$ cat config.mk
export PLATFORM = sky130hd
export DESIGN_NAME = linked_node_pool_allocator_unit
export DESIGN_NICKNAME = d
export VERILOG_FILES = /design/src/hdl/lnpa_pkg.sv /design/src/hdl/lnpa_node_ram.sv /design/src/hdl/lnpa_ctrl.sv /design/src/hdl/linked_node_pool_allocator_unit.sv
export SDC_FILE = /design/constraint.sdc
export NUM_CORES = 2
export LEC_CHECK = 0
export ABC_AREA = 1
export BUFFER_PORTS_ARGS = -buffer_cell sky130_fd_sc_hd__buf_4
export CORE_MARGIN = 1
export CORE_UTILIZATION = 40
export DETAILED_ROUTE_END_ITERATION = 8
export HOLD_SLACK_MARGIN = 0.02
export PLACE_DENSITY = 0.62
export SYNTH_ARGS = -nofsm -noshare
export SYNTH_HDL_FRONTEND = slang
export SYNTH_SLANG_ARGS = --single-unit
export TNS_END_PERCENT = 10
$ cat constraint.sdc
create_clock -name clk -period 13.9 [get_ports clk]
set_input_delay 3.475 -clock clk [delete_from_list [all_inputs] [get_ports clk]]
set_output_delay 3.475 -clock clk [all_outputs]
set_load 0.01 [all_outputs]
$ cat src/hdl/lnpa_pkg.sv
// Shared action and status codes for the linked node pool allocator.
`default_nettype none

package lnpa_pkg;

  localparam int ACT_BITS  = 3;
  localparam int STAT_BITS = 2;

  localparam logic [ACT_BITS-1:0] ACT_ALLOC   = 3'd0;
  localparam logic [ACT_BITS-1:0] ACT_RELEASE = 3'd1;
  localparam logic [ACT_BITS-1:0] ACT_WRITE   = 3'd2;
  localparam logic [ACT_BITS-1:0] ACT_READ    = 3'd3;
  localparam logic [ACT_BITS-1:0] ACT_QUERY   = 3'd4;

  localparam logic [STAT_BITS-1:0] STAT_OK       = 2'd0;
  localparam logic [STAT_BITS-1:0] STAT_NOSPACE  = 2'd1;
  localparam logic [STAT_BITS-1:0] STAT_NOTFOUND = 2'd2;

endpackage

`default_nettype wire

$ cat src/hdl/lnpa_node_ram.sv
// Node memory: one write port, one registered read port, write-first on collision.
`default_nettype none

module lnpa_node_ram #(
  parameter int DEPTH     = 64,
  parameter int ADDR_BITS = 6,
  parameter int DATA_BITS = 48
) (
  input  wire logic                 clk,
  input  wire logic                 we,
  input  wire logic [ADDR_BITS-1:0] waddr,
  input  wire logic [DATA_BITS-1:0] wdata,
  input  wire logic [ADDR_BITS-1:0] raddr,
  output logic      [DATA_BITS-1:0] rdata
);

  logic [DATA_BITS-1:0] mem [DEPTH];
  logic [DATA_BITS-1:0] mem_q;
  logic [DATA_BITS-1:0] fwd_data;
  logic                 fwd_hit;

  always_ff @(posedge clk) begin
    if (we) begin
      mem[waddr] <= wdata;
    end
    mem_q    <= mem[raddr];
    fwd_hit  <= we && (waddr == raddr);
    fwd_data <= wdata;
  end

  assign rdata = fwd_hit ? fwd_data : mem_q;

endmodule

`default_nettype wire

$ cat src/hdl/lnpa_ctrl.sv
// Sequencer: clears the node memory, then runs allocate, release, chain search and query.
`default_nettype none

module lnpa_ctrl #(
  parameter int NODES      = 64,
  parameter int KEY_BITS   = 8,
  parameter int VALUE_BITS = 32,
  localparam int AW    = $clog2(NODES),
  localparam int CW    = $clog2(NODES + 1),
  localparam int ROW_W = KEY_BITS + VALUE_BITS + CW + 1
) (
  input  wire logic                          clk,
  input  wire logic                          rst,
  input  wire logic                          in_valid,
  output logic                               in_ready,
  input  wire logic [lnpa_pkg::ACT_BITS-1:0] in_action,
  input  wire logic [AW-1:0]                 in_address,
  input  wire logic [KEY_BITS-1:0]           in_key,
  input  wire logic signed [VALUE_BITS-1:0]  in_value,
  input  wire logic [CW-1:0]                 in_count,
  input  wire logic                          in_first,
  input  wire logic                          in_last,
  output logic                               mem_we,
  output logic [AW-1:0]                      mem_waddr,
  output logic [ROW_W-1:0]                   mem_wdata,
  output logic [AW-1:0]                      mem_raddr,
  input  wire logic [ROW_W-1:0]              mem_rdata,
  output logic                               res_valid,
  input  wire logic                          res_ready,
  output logic [lnpa_pkg::STAT_BITS-1:0]     res_status,
  output logic [AW-1:0]                      res_head,
  output logic signed [VALUE_BITS-1:0]       res_read_value,
  output logic                               res_is_free,
  output logic [CW-1:0]                      free_total
);

  localparam int LW = CW;
  localparam logic [LW-1:0] NIL     = LW'(NODES);
  localparam logic [CW-1:0] N_COUNT = CW'(NODES);
  localparam logic [AW-1:0] LAST_IX = AW'(NODES - 1);

  typedef enum logic [3:0] {
    S_CLEAR, S_IDLE, S_DECODE, S_AL_CHECK, S_AL_LINK,
    S_FIND, S_REL_FIRST, S_REL_NEXT, S_QUERY, S_EMIT
  } state_t;

  state_t state;

  // latched item
  logic [lnpa_pkg::ACT_BITS-1:0] act_r;
  logic [AW-1:0]                 addr_r;
  logic [KEY_BITS-1:0]           key_r;
  logic signed [VALUE_BITS-1:0]  val_r;
  logic [CW-1:0]                 cnt_r;
  logic                          first_r;
  logic                          last_r;

  // pool state
  logic [LW-1:0] free_head;
  logic [AW-1:0] alloc_head;
  logic [CW-1:0] alloc_cursor;
  logic [LW-1:0] alloc_tail;

  // walk registers
  logic [AW-1:0]    clr_idx;
  logic [AW-1:0]    cur;
  logic [CW-1:0]    steps;
  logic [AW-1:0]    rel_t;
  logic [ROW_W-1:0] rel_row;
  logic [CW-1:0]    rel_cnt;

  // row fields, layout {key, value, link, free}
  logic                  row_free;
  logic [LW-1:0]         row_link;
  logic [VALUE_BITS-1:0] row_value;
  logic [KEY_BITS-1:0]   row_key;

  assign row_free  = mem_rdata[0];
  assign row_link  = mem_rdata[LW:1];
  assign row_value = mem_rdata[LW+VALUE_BITS:LW+1];
  assign row_key   = mem_rdata[ROW_W-1:ROW_W-KEY_BITS];

  logic            addr_bad;
  logic            alloc_go;
  logic            al_ok;
  logic [CW-1:0]   find_steps1;
  logic            find_stop;
  logic [AW-1:0]   step_t;
  logic [CW-1:0]   step_c1;
  logic            step_stop;
  logic            rel_break;
  logic [CW-1:0]   commit_cnt;
  logic [CW:0]     total_sum;
  logic [CW-1:0]   total_next;

  assign addr_bad    = CW'(addr_r) >= N_COUNT;
  assign alloc_go    = first_r ? (cnt_r != '0 && cnt_r <= free_total) : (alloc_cursor != '0);
  assign al_ok       = row_free && (free_total != '0);
  assign find_steps1 = steps + CW'(1);
  assign find_stop   = (row_link >= NIL) || (find_steps1 >= N_COUNT);
  assign step_t      = (state == S_REL_FIRST) ? addr_r : cur;
  assign step_c1     = ((state == S_REL_FIRST) ? '0 : rel_cnt) + CW'(1);
  assign step_stop   = (row_link >= NIL) || (step_c1 >= N_COUNT);
  assign rel_break   = (state == S_REL_NEXT) && row_free;
  assign commit_cnt  = rel_break ? rel_cnt : step_c1;
  assign total_sum   = {1'b0, free_total} + {1'b0, commit_cnt};
  assign total_next  = (total_sum > {1'b0, N_COUNT}) ? N_COUNT : total_sum[CW-1:0];

  assign in_ready  = (state == S_IDLE);
  assign res_valid = (state == S_EMIT);

  // memory port control
  always_comb begin
    mem_we    = 1'b0;
    mem_waddr = addr_r;
    mem_wdata = mem_rdata;
    mem_raddr = addr_r;
    unique case (state)
      S_CLEAR: begin
        mem_we    = 1'b1;
        mem_waddr = clr_idx;
        mem_wdata = {{KEY_BITS{1'b0}}, {VALUE_BITS{1'b0}}, LW'(clr_idx) + LW'(1), 1'b1};
      end
      S_DECODE: begin
        if (act_r == lnpa_pkg::ACT_ALLOC) begin
          mem_raddr = free_head[AW-1:0];
        end
      end
      S_AL_CHECK: begin
        mem_raddr = alloc_tail[AW-1:0];
        if (al_ok) begin
          mem_we    = 1'b1;
          mem_waddr = free_head[AW-1:0];
          mem_wdata = {key_r, row_value, NIL, 1'b0};
        end
      end
      S_AL_LINK: begin
        mem_we    = 1'b1;
        mem_waddr = alloc_tail[AW-1:0];
        mem_wdata = {row_key, row_value, LW'(cur), row_free};
      end
      S_FIND: begin
        mem_raddr = row_link[AW-1:0];
        if (!row_free && row_key == key_r && act_r == lnpa_pkg::ACT_WRITE) begin
          mem_we    = 1'b1;
          mem_waddr = cur;
          mem_wdata = {row_key, val_r, row_link, row_free};
        end
      end
      S_REL_FIRST, S_REL_NEXT: begin
        mem_raddr = row_link[AW-1:0];
        if (rel_break) begin
          // chain ended on a free node: close the previous one onto the free list
          mem_we    = 1'b1;
          mem_waddr = rel_t;
          mem_wdata = {rel_row[ROW_W-1:LW+1], free_head, 1'b1};
        end else if (!row_free) begin
          mem_we    = 1'b1;
          mem_waddr = step_t;
          mem_wdata = {mem_rdata[ROW_W-1:LW+1], step_stop ? free_head : row_link, 1'b1};
        end
      end
      default: begin
      end
    endcase
  end

  always_ff @(posedge clk) begin
    if (rst) begin
      state        <= S_CLEAR;
      clr_idx      <= '0;
      free_head    <= '0;
      free_total   <= N_COUNT;
      alloc_head   <= '0;
      alloc_cursor <= '0;
      alloc_tail   <= NIL;
    end else begin
      unique case (state)
        S_CLEAR: begin
          clr_idx <= clr_idx + AW'(1);
          if (clr_idx == LAST_IX) begin
            state <= S_IDLE;
          end
        end
        S_IDLE: begin
          if (in_valid) begin
            act_r   <= in_action;
            addr_r  <= in_address;
            key_r   <= in_key;
            val_r   <= in_value;
            cnt_r   <= in_count;
            first_r <= in_first;
            last_r  <= in_last;
            state   <= S_DECODE;
          end
        end
        S_DECODE: begin
          res_status     <= lnpa_pkg::STAT_OK;
          res_head       <= '0;
          res_read_value <= '0;
          res_is_free    <= 1'b0;
          cur            <= addr_r;
          steps          <= '0;
          unique case (act_r)
            lnpa_pkg::ACT_ALLOC: begin
              if (first_r) begin
                alloc_tail   <= NIL;
                alloc_cursor <= alloc_go ? cnt_r : '0;
                if (alloc_go) begin
                  alloc_head <= free_head[AW-1:0];
                end
              end
              if (!alloc_go) begin
                res_status <= lnpa_pkg::STAT_NOSPACE;
                state      <= S_EMIT;
              end else if (free_head >= NIL) begin
                alloc_cursor <= '0;
                res_status   <= lnpa_pkg::STAT_NOSPACE;
                state        <= S_EMIT;
              end else begin
                state <= S_AL_CHECK;
              end
            end
            lnpa_pkg::ACT_RELEASE: begin
              if (addr_bad) begin
                res_status <= lnpa_pkg::STAT_NOTFOUND;
                state      <= S_EMIT;
              end else begin
                state <= S_REL_FIRST;
              end
            end
            lnpa_pkg::ACT_WRITE, lnpa_pkg::ACT_READ: begin
              if (addr_bad) begin
                res_status <= lnpa_pkg::STAT_NOTFOUND;
                state      <= S_EMIT;
              end else begin
                state <= S_FIND;
              end
            end
            lnpa_pkg::ACT_QUERY: begin
              state <= addr_bad ? S_EMIT : S_QUERY;
            end
            default: begin
              state <= S_EMIT;
            end
          endcase
        end
        S_AL_CHECK: begin
          if (!al_ok) begin
            alloc_cursor <= '0;
            res_status   <= lnpa_pkg::STAT_NOSPACE;
            state        <= S_EMIT;
          end else begin
            free_head    <= row_link;
            free_total   <= free_total - CW'(1);
            alloc_cursor <= last_r ? '0 : alloc_cursor - CW'(1);
            res_head     <= alloc_head;
            cur          <= free_head[AW-1:0];
            if (alloc_tail < NIL) begin
              state <= S_AL_LINK;
            end else begin
              alloc_tail <= free_head;
              state      <= S_EMIT;
            end
          end
        end
        S_AL_LINK: begin
          alloc_tail <= LW'(cur);
          state      <= S_EMIT;
        end
        S_FIND: begin
          if (row_free) begin
            res_status <= lnpa_pkg::STAT_NOTFOUND;
            state      <= S_EMIT;
          end else if (row_key == key_r) begin
            if (act_r == lnpa_pkg::ACT_READ) begin
              res_read_value <= row_value;
            end
            state <= S_EMIT;
          end else if (find_stop) begin
            res_status <= lnpa_pkg::STAT_NOTFOUND;
            state      <= S_EMIT;
          end else begin
            cur   <= row_link[AW-1:0];
            steps <= find_steps1;
          end
        end
        S_REL_FIRST, S_REL_NEXT: begin
          if (state == S_REL_FIRST && row_free) begin
            res_status <= lnpa_pkg::STAT_NOTFOUND;
            state      <= S_EMIT;
          end else if (rel_break || step_stop) begin
            alloc_cursor <= '0;
            free_head    <= LW'(addr_r);
            free_total   <= total_next;
            state        <= S_EMIT;
          end else begin
            alloc_cursor <= '0;
            rel_t        <= step_t;
            rel_row      <= mem_rdata;
            rel_cnt      <= step_c1;
            cur          <= row_link[AW-1:0];
            state        <= S_REL_NEXT;
          end
        end
        S_QUERY: begin
          res_is_free <= row_free;
          state       <= S_EMIT;
        end
        S_EMIT: begin
          if (res_ready) begin
            state <= S_IDLE;
          end
        end
        default: begin
          state <= S_IDLE;
        end
      endcase
    end
  end

endmodule

`default_nettype wire

$ cat src/hdl/linked_node_pool_allocator_unit.sv
// Top level of the linked node pool allocator: stream ports, node memory, sequencer, result register.
`default_nettype none

// A pool of NODES nodes (key, value, link) kept in one synchronous node memory,
// starting as a single free list. After reset the block sweeps the memory once
// and keeps s_tready low meanwhile. Items are handled one at a time by a
// sequencer that reads a node, decides, and writes it back; the chain walks
// for release, write and read run at one memory read per link. The result
// sits in an output register, so the next transaction can be taken while the
// previous result waits on m_tready.
module linked_node_pool_allocator_unit #(
  parameter int NODES      = 64,
  parameter int KEY_BITS   = 8,
  parameter int VALUE_BITS = 32,
  localparam int AW       = $clog2(NODES),
  localparam int CW       = $clog2(NODES + 1),
  localparam int IN_BITS  = AW + KEY_BITS + VALUE_BITS + CW,
  localparam int IN_W     = ((IN_BITS + 7) / 8) * 8,
  localparam int OUT_BITS = lnpa_pkg::STAT_BITS + AW + VALUE_BITS + 1 + 2 * CW,
  localparam int OUT_W    = ((OUT_BITS + 7) / 8) * 8
) (
  input  wire logic                            clk,
  input  wire logic                            rst,
  input  wire logic                            s_tvalid,
  output logic                                 s_tready,
  // address, key, value, request_count
  input  wire logic [IN_W-1:0]                 s_tdata,
  // action, first_of_request
  input  wire logic [lnpa_pkg::ACT_BITS:0]     s_tuser,
  // last_of_request
  input  wire logic                            s_tlast,
  output logic                                 m_tvalid,
  input  wire logic                            m_tready,
  // status, head_address, read_value, is_free, free_count, used_count
  output logic [OUT_W-1:0]                     m_tdata
);

  localparam int ROW_W = KEY_BITS + VALUE_BITS + CW + 1;

  logic             mem_we;
  logic [AW-1:0]    mem_waddr;
  logic [ROW_W-1:0] mem_wdata;
  logic [AW-1:0]    mem_raddr;
  logic [ROW_W-1:0] mem_rdata;

  logic                               res_valid;
  logic                               slot_free;
  logic [lnpa_pkg::STAT_BITS-1:0]     res_status;
  logic [AW-1:0]                      res_head;
  logic signed [VALUE_BITS-1:0]       res_read_value;
  logic                               res_is_free;
  logic [CW-1:0]                      free_total;
  logic [CW-1:0]                      used_total;

  lnpa_node_ram #(
    .DEPTH     (NODES),
    .ADDR_BITS (AW),
    .DATA_BITS (ROW_W)
  ) u_ram (
    .clk   (clk),
    .we    (mem_we),
    .waddr (mem_waddr),
    .wdata (mem_wdata),
    .raddr (mem_raddr),
    .rdata (mem_rdata)
  );

  lnpa_ctrl #(
    .NODES      (NODES),
    .KEY_BITS   (KEY_BITS),
    .VALUE_BITS (VALUE_BITS)
  ) u_ctrl (
    .clk            (clk),
    .rst            (rst),
    .in_valid       (s_tvalid),
    .in_ready       (s_tready),
    .in_action      (s_tuser[lnpa_pkg::ACT_BITS-1:0]),
    .in_address     (s_tdata[AW-1:0]),
    .in_key         (s_tdata[AW +: KEY_BITS]),
    .in_value       (s_tdata[AW+KEY_BITS +: VALUE_BITS]),
    .in_count       (s_tdata[AW+KEY_BITS+VALUE_BITS +: CW]),
    .in_first       (s_tuser[lnpa_pkg::ACT_BITS]),
    .in_last        (s_tlast),
    .mem_we         (mem_we),
    .mem_waddr      (mem_waddr),
    .mem_wdata      (mem_wdata),
    .mem_raddr      (mem_raddr),
    .mem_rdata      (mem_rdata),
    .res_valid      (res_valid),
    .res_ready      (slot_free),
    .res_status     (res_status),
    .res_head       (res_head),
    .res_read_value (res_read_value),
    .res_is_free    (res_is_free),
    .free_total     (free_total)
  );

  assign slot_free  = !m_tvalid || m_tready;
  assign used_total = CW'(NODES) - free_total;

  always_ff @(posedge clk) begin
    if (rst) begin
      m_tvalid <= 1'b0;
    end else if (res_valid && slot_free) begin
      m_tvalid <= 1'b1;
    end else if (m_tready) begin
      m_tvalid <= 1'b0;
    end
  end

  always_ff @(posedge clk) begin
    if (res_valid && slot_free) begin
      m_tdata <= OUT_W'({used_total, free_total, res_is_free, res_read_value,
                         res_head, res_status});
    end
  end

endmodule

`default_nettype wire

==> flow_metrics.env <==
export IMPL_cts_root_buf="clkbuf_16"
export IMPL_synth_most_common_cell="nand2_1"
export IMPL_min_period_ns=7.14
export IMPL_grt_pass1_vias=92258
export IMPL_powerDensity_nw_per_um2=128
export IMPL_row_count=221
export IMPL_syn_to_final_growth_pct=12.2
export IMPL_clkLatencyLatePin_ns=0.95
export IMPL_ys_warn_count=0
export IMPL_drt_wl_total_mm=449
export IMPL_syn_nets=12961
export IMPL_dr_first_iter_drc_count=13597
export IMPL_yosysTopAreaCellShare=0.678
export IMPL_clk_pin_slew_ns=0.06
export IMPL_grt_first_pass_wirelength_mm=642
export IMPL_die_y_um=606
export IMPL_cp_arrival_ns=7.97
export IMPL_track_usage=0.238
export IMPL_die_area_um2=367000
export IMPL_vias_per_cell=5.57
export IMPL_drt_pass1_iter_count=8
export IMPL_synthTopCellsByArea="edfxtp_1 68%, nand2_1 8.6%, nand3_1 7.8%, nand3b_1 4.0%, inv_1 3.2%"
export IMPL_drive_gt1_frac=0.0801
export IMPL_critPathLaunchType="flip-flop"
export IMPL_ys_seq_area_frac=0.698
export IMPL_utilization=0.451
export IMPL_hold_path_class="reg2reg"
export IMPL_grt_remaining_overflow=0
export IMPL_dp_hpwl_mm=230
export IMPL_synthFlopType="edfxtp_1"
export IMPL_required_ns=14.73
export IMPL_multi_input_comb_area_um2=36500
export IMPL_min_period_over_period=0.513
export IMPL_syn_area_um2=146000
export IMPL_numCtsBuffers=359
export IMPL_io_buffers=118
export IMPL_numClockSinks=3433
export IMPL_critical_path_class="reg2reg"
export IMPL_h_tree_depth=5
export IMPL_synth_ff_latch_count=3433
export IMPL_worst_slew_pin_slew_ns=1.21
export IMPL_cp_slowest_stage_delay_ns=0.74
export IMPL_n_fill_cell=32476
export IMPL_place_gp_congestion=0.877
export IMPL_critPathMostFrequentCell="nand2_1"
export IMPL_rsz0062_at_grt="false"
export IMPL_max_cap_viol_count=0
export IMPL_wl_per_cell_um=25.1
export IMPL_vdd_drop_max_uv=99.4
export IMPL_antenna_left=0
export IMPL_core_area_um2=363000
export IMPL_fp_dieW_um=606
export IMPL_final_nets=12902
export IMPL_cpMaxStageDelayCell="buf_4"
export IMPL_synthCells=12874
export IMPL_cp_top_family="buffers and inverters"
export IMPL_cp_max_fo=93
export IMPL_synthTopCellsByCount="3344 x nand2_1, 3291 x edfxtp_1, 2280 x nand3_1"
export IMPL_syn_avg_cell_area_um2=11.3
export IMPL_finalMaxSlewViolations=0
export IMPL_synthArstFlopShare=0
export IMPL_fin_skew_ns=0.0694
export IMPL_ys_types=48
export IMPL_tns_ns=0
export IMPL_finalHoldViolCount=0
export IMPL_io_pin_count=123
export IMPL_p_leak_nw=62.0
export IMPL_initial_core_util=0.402
export IMPL_vias=99742
export IMPL_regArea_um2=102000
export IMPL_outcome="completed"
export IMPL_max_clock_path_buffers=4
export IMPL_drc=0
export IMPL_endpoint_kind="flip-flop"
export IMPL_slew_headroom=0.188
export IMPL_post_cts_buffers=0
export IMPL_synth_edff_count=3291
export IMPL_antenna_found_initial=30
export IMPL_fmax_ghz=0.140
export IMPL_path_buf_inv=7
export IMPL_cts_resized=0
export IMPL_cts_tree="done"
export IMPL_synth_top_area_cell="edfxtp_1"
export IMPL_crit_chain="inv_2, buf_4, nand2_1, nand2_1, nand2_1, nand2_1, nor2_4, buf_4, nand2_8, buf_4, buf_4, buf_4, buf_4, nand2_1, nand2_1, nand2_1, nand3_1, nand3_1, nand3_1, nand3_1, nand2_1"
export IMPL_ctsHoldBuffers=0
export IMPL_grt_max_degree=221
export IMPL_finalSetupViolCount=0
## logic make-up (layout without fill, tap and decap cells)
logic type / after synthesis / in the layout / share of synthesized area
other cells: 1 / 7 / 0.0000257
xor+xnor: 16 / 16 / 0.000962
flops: 3433 / 3433 / 0.698
compound gates: 620 / 620 / 0.0279
fa+ha+maj: 22 / 22 / 0.00194
buf+inv: 2072 / 2311 / 0.0575
simple gates: 6710 / 6710 / 0.214
## stage by stage
step	hold WS, ns	instances	worst slack [ns]	total power [mW]	instance area, um^2
floorplan	0.400	12874	4.64	11.5	146000
global placement	0.402	17248	7.00	11.6	152000
detailed placement	0.405	17248	6.92	11.6	152000
CTS	0.416	17907	6.88	21.0	163000
global route	0.423	17908	6.42	21.4	163000
finish	0.410	17913	6.76	20.9	163000
## final timing paths
path	startpoint	end	slack, ns	cells after the start
setup / recovery	u_ram.fwd_hit	u_ram.mem_q[26]	6.76	21
hold / removal	u_ctrl.res_read_value[17]	m_tdata[25]	0.41	0
setup reg to reg	u_ram.fwd_hit	u_ram.mem_q[26]	6.76	21
hold reg to reg	u_ctrl.res_read_value[17]	m_tdata[25]	0.41	0
## area by class of cell
class | instances | area share
Inverter | 1261 | 0.0292
Tap cell | 4794 | 0.0367
Antenna cell | 6 | 0.0000918
Clock buffer | 478 | 0.0601
Sequential cell | 3433 | 0.622
Clock inverter | 181 | 0.00983
Multi-Input combinational cell | 7369 | 0.223
Timing Repair Buffer | 391 | 0.0190
## flip-flops by register name, indices dropped and copies added, names as in the netlist, 7 cells and up
| signal | flops |
|---|---|
| u_ram.mem | 3072 |
| m_tdata | 54 |
| u_ram.fwd_data | 48 |
| u_ram.mem_q | 48 |
| u_ctrl.rel_row | 40 |
| u_ctrl.res_read_value | 32 |
| u_ctrl.val_r | 32 |
| u_ctrl.key_r | 8 |
| u_ctrl.alloc_cursor | 7 |
| u_ctrl.alloc_tail | 7 |
| u_ctrl.cnt_r | 7 |
| u_ctrl.free_head | 7 |
| u_ctrl.free_total | 7 |
| u_ctrl.rel_cnt | 7 |
| u_ctrl.steps | 7 |
## where the power goes
part | internal, mW | switching [mW] | leakage, nW
combinational | 0.0390 | 0.129 | 24.8
sequential | 11.2 | 0.00996 | 31.7
clock | 5.42 | 4.04 | 5.59
## routing by layer
layer,wire length [um],vias up,global-route usage
met5,13,-,0
met3,48800,879,0.0496
li1,-,44446,-
met1,179000,49036,0.323
met4,16200,2,0.0846
met2,205000,5379,0.380
## layout by cell type, fill, tap and decap left out, types with 25 or more instances in the layout
cell,count
clkbuf_8,25
clkbuf_16,366
buf_4,377
clkinv_2,51
nand3b_1,768
o21ai_0,173
edfxtp_1,3291
or2_2,38
nor2_1,150
nor2_4,68
clkbuf_1,87
clkinv_1,86
a21oi_1,49
nand2_1,3344
nand3_1,2280
o211ai_1,335
dfxtp_1,141
inv_1,1239
No activity file was read; power rests on OpenSTA's default activity.
